==> src/hdl/ipa_pkg.sv <==
// Shared constants and types for the indexed pool allocator.
// No dependencies; every other file of the block imports this package.
package ipa_pkg;

    localparam int CAPACITY = 128;
    localparam int SLOT_W   = $clog2(CAPACITY);
    localparam int CNT_W    = $clog2(CAPACITY + 1);
    localparam int CFG_W    = 8;
    localparam int CMP_W    = (CNT_W > CFG_W) ? CNT_W : CFG_W;

    localparam logic [CNT_W-1:0] NIL_LINK = CNT_W'(CAPACITY);

    localparam logic [1:0] OP_ALLOC   = 2'd0;
    localparam logic [1:0] OP_RELEASE = 2'd1;
    localparam logic [1:0] OP_LOOKUP  = 2'd2;
    localparam logic [1:0] OP_UNUSED  = 2'd3;

    localparam logic [1:0] ST_OK        = 2'd0;
    localparam logic [1:0] ST_EXHAUSTED = 2'd1;
    localparam logic [1:0] ST_BAD_INDEX = 2'd2;

    localparam logic REG_INITIAL = 1'b0;
    localparam logic REG_STEP    = 1'b1;

    typedef enum logic {
        S_IDLE,
        S_EXEC
    } state_t;

endpackage

==> src/hdl/ipa_link_ram.sv <==
// Free list link memory: one write port and one read port, registered read.
// Depends on ipa_pkg for the slot and link widths.
module ipa_link_ram
    import ipa_pkg::*;
(
    input  logic              clk,
    input  logic              we,
    input  logic [SLOT_W-1:0] waddr,
    input  logic [CNT_W-1:0]  wdata,
    input  logic [SLOT_W-1:0] raddr,
    output logic [CNT_W-1:0]  rdata
);

    logic [CNT_W-1:0] mem [CAPACITY];

    always_ff @(posedge clk)
    begin
        if (we)
        begin
            mem[waddr] <= wdata;
        end
        rdata <= mem[raddr];
    end

endmodule

==> src/hdl/indexed_pool_allocator.sv <==
// Indexed pool allocator top level: command decode, pool growth and free list control.
// Depends on ipa_pkg and ipa_link_ram.
//
// Usage: a command beat (op, slot_index) is taken at a clock edge where start is
// high and busy is low. The busy flag of the slot and the link of the free list head
// are read from synchronous memories at that edge; in the next cycle busy is high
// while the command is decoded and the memories and counters are updated.
// Each command gives exactly one result beat, shown for one cycle with done high; it is
// registered from the decode cycle. No new command is taken while busy is high, that is
// while a command is decoded; the registered read of the flag and link memories sets this.
// Allocate hands out the most recently released slot first, else the newest slot
// that was never used. Pool growth is one range update, so no slot is walked.
// Configuration: cfg_we, cfg_addr and cfg_data write initial_count (0) or
// step_count (1) at once; write only while no command is in flight.
// Reset: the pool is empty, no slot exists, initial_count is 16 and step_count 8.
// The memories need no clearing; their entries are written before they are read.
// The receiver cannot stall; a result must be taken in the cycle it is shown.
module indexed_pool_allocator
    import ipa_pkg::*;
(
    input  logic              clk,
    input  logic              rst_n,
    input  logic              start,
    output logic              busy,
    input  logic [1:0]        op,
    input  logic [SLOT_W-1:0] slot_index,
    input  logic              cfg_we,
    input  logic              cfg_addr,
    input  logic [CFG_W-1:0]  cfg_data,
    output logic              done,
    output logic [1:0]        status,
    output logic [SLOT_W-1:0] granted_index,
    output logic              is_busy,
    output logic [CNT_W-1:0]  busy_total,
    output logic [CNT_W-1:0]  free_total
);

    state_t state_reg, state_next;

    logic [CFG_W-1:0]    init_reg, step_reg;
    logic [1:0]          op_reg;
    logic [SLOT_W-1:0]   idx_reg;
    logic [CNT_W-1:0]    made_reg, made_next;
    logic [CNT_W-1:0]    free_reg, free_next;
    logic [CNT_W-1:0]    busy_cnt_reg, busy_cnt_next;
    logic [CNT_W-1:0]    head_reg, head_next;
    logic [CNT_W-1:0]    fresh_lo_reg, fresh_lo_next;
    logic [CNT_W-1:0]    fresh_cnt_reg, fresh_cnt_next;

    logic              done_reg, done_next;
    logic [1:0]        status_reg, status_next;
    logic [SLOT_W-1:0] granted_reg, granted_next;
    logic              is_busy_reg, is_busy_next;

    logic              accept;
    logic              exec;
    logic              live;
    logic              in_fresh;
    logic [CNT_W-1:0]  idx_w;
    logic [CNT_W-1:0]  room, room2, n1, n2, grow_n;
    logic [CMP_W-1:0]  room_w, room2_w, init_w, step_w;
    logic [CNT_W-1:0]  fr_lo, fr_cnt, fresh_top;

    logic              ram_we;
    logic [CNT_W-1:0]  ram_rdata;

    logic              flag_mem [CAPACITY];
    logic              flag_rdata;
    logic              flag_we;
    logic [SLOT_W-1:0] flag_waddr;
    logic              flag_wdata;

    ipa_link_ram u_links (
        .clk   (clk),
        .we    (ram_we),
        .waddr (idx_reg),
        .wdata (head_reg),
        .raddr (head_reg[SLOT_W-1:0]),
        .rdata (ram_rdata)
    );

    always_ff @(posedge clk)
    begin
        if (flag_we)
        begin
            flag_mem[flag_waddr] <= flag_wdata;
        end
        flag_rdata <= flag_mem[slot_index];
    end

    assign accept   = start && (state_reg == S_IDLE);
    assign exec     = (state_reg == S_EXEC);
    assign idx_w    = CNT_W'(idx_reg);
    assign in_fresh = (idx_w >= fresh_lo_reg) && (idx_w < fresh_lo_reg + fresh_cnt_reg);
    assign live     = (idx_w < made_reg) && !in_fresh && flag_rdata;
    assign ram_we   = exec && (op_reg == OP_RELEASE) && live;

    // Growth only ever happens with an empty free list.
    always_comb
    begin
        room    = CNT_W'(CAPACITY) - made_reg;
        room_w  = CMP_W'(room);
        init_w  = CMP_W'(init_reg);
        step_w  = CMP_W'(step_reg);
        n1      = '0;
        if (made_reg == '0)
        begin
            n1 = (init_w < room_w) ? CNT_W'(init_w) : room;
        end
        room2   = room - n1;
        room2_w = CMP_W'(room2);
        n2      = '0;
        if ((n1 == '0) && (free_reg == '0))
        begin
            n2 = (step_w < room2_w) ? CNT_W'(step_w) : room2;
        end
        grow_n  = n1 + n2;
        if (grow_n != '0)
        begin
            fr_lo  = made_reg;
            fr_cnt = grow_n;
        end
        else
        begin
            fr_lo  = fresh_lo_reg;
            fr_cnt = fresh_cnt_reg;
        end
        fresh_top = fr_lo + fr_cnt - CNT_W'(1);
    end

    always_comb
    begin
        state_next = state_reg;
        unique case (state_reg)
            S_IDLE:
            begin
                if (accept)
                begin
                    state_next = S_EXEC;
                end
            end
            S_EXEC:
            begin
                state_next = S_IDLE;
            end
            default:
            begin
                state_next = S_IDLE;
            end
        endcase
    end

    always_comb
    begin
        made_next      = made_reg;
        free_next      = free_reg;
        busy_cnt_next  = busy_cnt_reg;
        head_next      = head_reg;
        fresh_lo_next  = fresh_lo_reg;
        fresh_cnt_next = fresh_cnt_reg;
        done_next      = 1'b0;
        status_next    = status_reg;
        granted_next   = granted_reg;
        is_busy_next   = is_busy_reg;
        flag_we        = 1'b0;
        flag_waddr     = idx_reg;
        flag_wdata     = 1'b0;
        if (exec)
        begin
            done_next    = 1'b1;
            status_next  = ST_BAD_INDEX;
            granted_next = idx_reg;
            is_busy_next = 1'b0;
            case (op_reg)
                OP_ALLOC:
                begin
                    made_next = made_reg + grow_n;
                    if (head_reg != NIL_LINK)
                    begin
                        head_next     = ram_rdata;
                        granted_next  = head_reg[SLOT_W-1:0];
                        flag_we       = 1'b1;
                        flag_waddr    = head_reg[SLOT_W-1:0];
                        flag_wdata    = 1'b1;
                        free_next     = free_reg - CNT_W'(1);
                        busy_cnt_next = busy_cnt_reg + CNT_W'(1);
                        status_next   = ST_OK;
                    end
                    else if (fr_cnt != '0)
                    begin
                        fresh_lo_next  = fr_lo;
                        fresh_cnt_next = fr_cnt - CNT_W'(1);
                        granted_next   = fresh_top[SLOT_W-1:0];
                        flag_we        = 1'b1;
                        flag_waddr     = fresh_top[SLOT_W-1:0];
                        flag_wdata     = 1'b1;
                        free_next      = free_reg + grow_n - CNT_W'(1);
                        busy_cnt_next  = busy_cnt_reg + CNT_W'(1);
                        status_next    = ST_OK;
                    end
                    else
                    begin
                        granted_next = '0;
                        status_next  = ST_EXHAUSTED;
                    end
                end
                OP_RELEASE:
                begin
                    if (live)
                    begin
                        flag_we       = 1'b1;
                        flag_wdata    = 1'b0;
                        head_next     = idx_w;
                        free_next     = free_reg + CNT_W'(1);
                        busy_cnt_next = busy_cnt_reg - CNT_W'(1);
                        status_next   = ST_OK;
                    end
                end
                OP_LOOKUP:
                begin
                    if (live)
                    begin
                        status_next  = ST_OK;
                        is_busy_next = 1'b1;
                    end
                end
                default:
                begin
                    status_next = ST_BAD_INDEX;
                end
            endcase
        end
    end

    always_ff @(posedge clk or negedge rst_n)
    begin
        if (!rst_n)
        begin
            state_reg     <= S_IDLE;
            init_reg      <= CFG_W'(16);
            step_reg      <= CFG_W'(8);
            made_reg      <= '0;
            free_reg      <= '0;
            busy_cnt_reg  <= '0;
            head_reg      <= NIL_LINK;
            fresh_lo_reg  <= '0;
            fresh_cnt_reg <= '0;
            done_reg      <= 1'b0;
        end
        else
        begin
            state_reg     <= state_next;
            made_reg      <= made_next;
            free_reg      <= free_next;
            busy_cnt_reg  <= busy_cnt_next;
            head_reg      <= head_next;
            fresh_lo_reg  <= fresh_lo_next;
            fresh_cnt_reg <= fresh_cnt_next;
            done_reg      <= done_next;
            if (cfg_we)
            begin
                unique case (cfg_addr)
                    REG_INITIAL: init_reg <= cfg_data;
                    REG_STEP:    step_reg <= cfg_data;
                    default:     init_reg <= init_reg;
                endcase
            end
        end
    end

    always_ff @(posedge clk)
    begin
        status_reg  <= status_next;
        granted_reg <= granted_next;
        is_busy_reg <= is_busy_next;
        if (accept)
        begin
            op_reg  <= op;
            idx_reg <= slot_index;
        end
    end

    assign busy          = exec;
    assign done          = done_reg;
    assign status        = status_reg;
    assign granted_index = granted_reg;
    assign is_busy       = is_busy_reg;
    assign busy_total    = busy_cnt_reg;
    assign free_total    = free_reg;

endmodule

==> config.mk <==
export PLATFORM = sky130hd
export DESIGN_NAME = indexed_pool_allocator
export DESIGN_NICKNAME = d
export VERILOG_FILES = /design/src/hdl/ipa_pkg.sv /design/src/hdl/ipa_link_ram.sv /design/src/hdl/indexed_pool_allocator.sv
export SDC_FILE = /design/constraint.sdc
export NUM_CORES = 1
export LEC_CHECK = 0
export ABC_AREA = 1
export BUFFER_PORTS_ARGS = -buffer_cell sky130_fd_sc_hd__buf_2
export CAP_MARGIN = 20
export CORE_ASPECT_RATIO = 1.75
export CORE_UTILIZATION = 45
export DETAILED_ROUTE_END_ITERATION = 7
export GPL_TIMING_DRIVEN = 1
export PLACE_DENSITY = 0.68
export SLEW_MARGIN = 20
export SYNTH_ARGS = -nofsm -noshare
export SYNTH_HDL_FRONTEND = slang
export SYNTH_SLANG_ARGS = --single-unit
==> constraint.sdc <==
create_clock -name clk -period 13.5 [get_ports clk]
set_input_delay 3.375 -clock clk [delete_from_list [all_inputs] [get_ports clk]]
set_output_delay 3.375 -clock clk [all_outputs]
set_load 0.05 [all_outputs]
==> impl_results.md <==
- Vias: 36400
- WL final: 137 mm
- 1st-iter DRT viols: 3534
- Vias in the first global route: 34900
- Via density: 5.85
- Final net count: 4742
- Yosys cell types: 50
- Number of synthesized register bits: 1246
- Top flop regs: u_links.mem: 1024 flops, flag_mem: 128 flops
- Startpoint types: register
- H-Tree Depth: 3
- Crit end category: register
- Most frequent CP cell: nand2_1
- CTS tree: built
- Met1 WL: 50.2 mm
- Period utilisation layout: 79.6%
- Share of cells above drive strength 1: 6.83%
- Clk root buf: clkbuf_16
- Critical path class: reg -> reg
- Starting Density: 45.5%
- Synthesized area: 0.0539 mm2
- Post-CTS Hold Fix Bufs: 0
- Placed Cells: 6027
- Hold crit path type: reg -> reg
- CP Max Fanout: 19
- Worst VDD drop: 344 uV
- Crit-path max cell delay: 0.83 ns
- Clock Latency Late Sink: 0.73 ns
- Total core area: 0.118 mm2
- Reg-to-reg critical path startpoint: made_reg[0]
- Top Layer Used: met4
- RR Endpoint: flag_mem[64]
- Worst path depth: 50
- Top cell type's share of synthesized area: 65.2%
- Cells on worst reg2reg path: 50
- CTS buffer count: 106
- Antenna violations before repair: 1
- Final instance area: 0.0588 mm2
- Final Hold Viols: 0
- Cells after Synth: 4703
- Setup tns final: 0 ns
- Slew headroom: 25.5%
- Warnings from Yosys: 0
- Worst path arrival time: 11.16 ns
- Rows: 167
- First-pass GRT wire length: 207 mm
- Net Count, Synth: 4830
- Sequential area share after synthesis: 68.7%
- Yosys top cell by area: edfxtp_1
- Met3 routed WL: 8.69 mm
- GR Overflow Total: 0
- Min cycle time layout: 10.75 ns
- Biggest register: u_links.mem
- Clock Skews: 0.0288 ns
- Lkg Pwr: 19.9 nW
- Setup crit end: flag_mem[64]
- Antenna viol nets, final: 0
- Buffers plus inverters on the worst setup path: 7
- Area growth from synthesis to final layout: 9.08%
- Slew Limit Fails: 0
- DRC viols: 0
- Worst Setup SP: made_reg[0]
- CP max stage cell: o211ai_1
- Dpl cell area: 0.0553 mm2
- RePlAce Congestion: 0.893
- Final HPWL DP: 81.4 mm
- Pwr per Cell Area: 242 mW/mm2
- Total GRT Usage: 22.3%
- Worst Tran Pin Value: 1.12 ns
- Synthesized area per cell: 11.5 um2
- Metal2 WL: 70.9 mm
- Largest net degree at the start of global routing: 173
- Dpl ws: 2.68 ns
- Full die area: 0.121 mm2
- Io pins: 50
- Setup slack after layout: 2.75 ns
- CTS clock-pin slew for the worst setup and hold paths: 0.06 ns
- Delay-heaviest family, CP: adder cells
- Setup violators final: 0
- Die height: 460 um
- # clock sinks: 1246
- Non-Filler Instances: 6225
- CP required: 13.91 ns
- Post-CTS setup buffer count: 0
- Reg-to-reg setup timing slack: 2.75 ns
- Outcome: complete, no violations
- Total chip power: 14.2 mW
- Max clock buf depth: 3
- Drt wl/cell: 22.1 um
- Drt first pass iters: 6
- RSZ-0062 raised after global routing: false
- FMAX: 93.0 MHz
- Post-CTS sizing: 0
- IO Port Bufs: 49
- Die width: 264 um
- Max FFs per register: 1024
- Top cells by area, synth: edfxtp_1, o21ai_0, nor2_1, o22ai_1, dfrtp_1
- Max-Cap Viols: 0
[power breakdown]
| group | internal [mW] | switching [mW] |
|---|---|---|
| combinational | 1.84 | 4.28 |
| clock | 1.65 | 1.39 |
| sequential | 4.77 | 0.276 |
| total | 8.26 | 5.94 |
[worst reg2reg max path: cells and delay by family, from the launching register on]
| family | cells | cell delay, ns |
|---|---|---|
| and+or+nand+nor | 21 | 2.90 |
| DFF | 1 | 0.41 |
| xor gates and xnor gates | 4 | 0.67 |
| AOI/OAI and AO/OA | 8 | 2.65 |
| buffers and inverters | 7 | 0.77 |
| adders and majority gates | 10 | 3.04 |
[stage by stage]
stage	util, %	hold slack, ns
after global routing	49.6	0.495
after CTS	49.6	0.473
after global placement	46.7	0.457
after detailed placement	46.7	0.460
final	49.6	0.465
after floorplan	-	0.418
[logic make-up (layout without fill, tap and decap cells)]
family,after synthesis,in the layout,share of synthesized area [%]
AO/OA/AOI/OAI,1323,1323,13.5
XOR/XNOR,46,46,0.748
adder cells (fa/ha/maj),105,105,2.54
buffers and inverters,477,477,3.46
flip-flops,1246,1246,68.7
other,0,1,0
AND/OR/NAND/NOR,1506,1506,11.1
[per-layer routing]
| layer | up-vias | global-route usage, % |
|---|---|---|
| met5 | - | 0 |
| met4 | 0 | 12.5 |
| met3 | 332 | 2.69 |
| met2 | 1437 | 39.8 |
| met1 | 17900 | 26.1 |
| li1 | 16800 | - |
[cell usage after synthesis (all sizes together)]
library cell / count
edfxtp: 1171
nor2: 1116
o21ai: 828
o22ai: 351
nand2: 296
clkbuf: 269
inv: 186
ha: 98
a21oi: 73
nand3: 68
dfrtp: 63
xor2: 39
buf: 20
o32ai: 16
o211ai: 13
a31oi: 10
dfxtp: 9
nor3: 8
fa: 7
o221ai: 7
xnor2: 7
nand4: 6
o21bai: 6
o31ai: 6
nand3b: 5
a211oi: 4
nor4: 4
dfstp: 3
a21boi: 2
and2: 2
clkinv: 2
o21a: 2
o311ai: 2
a311oi: 1
o2111ai: 1
o211a: 1
or2: 1
[area by class of cell]
type / instances / area [um2]
tap: 1521 / 1900
multi-input combinational: 2980 / 15000
sequential: 1246 / 37000
timing repair buffer: 93 / 669
fill: 10100 / 59700
clock buffer: 140 / 2880
antenna: 1 / 2.50
inverter: 188 / 721
clock inverter: 56 / 546
[layout by cell type, fill, tap and decap left out, types with 8 or more instances in the layout]
cell type	Yosys	final
clkbuf_16	0	108
nor2_1	1101	1101
buf_2	4	48
nand3_1	65	65
o32ai_1	16	16
a21oi_1	72	72
clkbuf_1	269	26
nand2_1	270	269
o21ai_0	826	826
o211ai_1	13	13
buf_4	0	37
dfrtp_1	63	56
clkinv_2	0	14
o22ai_1	351	351
xor2_1	39	39
a31oi_1	10	10
clkinv_1	2	21
inv_2	12	14
inv_1	174	169
nor2_2	11	11
ha_1	98	98
nand2_4	8	8
dfxtp_1	9	9
nand2_2	18	19
edfxtp_1	1171	1171
[how the worst min path moves through the flow]
stage	startpoint	to	slack, ns	depth (start not counted)
after CTS	busy_total[7]	busy_total[7]	0.47	1
final	busy_total[7]	busy_total[7]	0.47	1
after detailed placement	busy_total[7]	busy_total[7]	0.46	1
after global routing	busy_total[7]	busy_total[7]	0.50	1
after global placement	busy_total[7]	busy_total[7]	0.46	1
after floorplan	u_links.rdata[7]	head_reg[7]	0.42	2
Power figures use the tool's default switching activity.
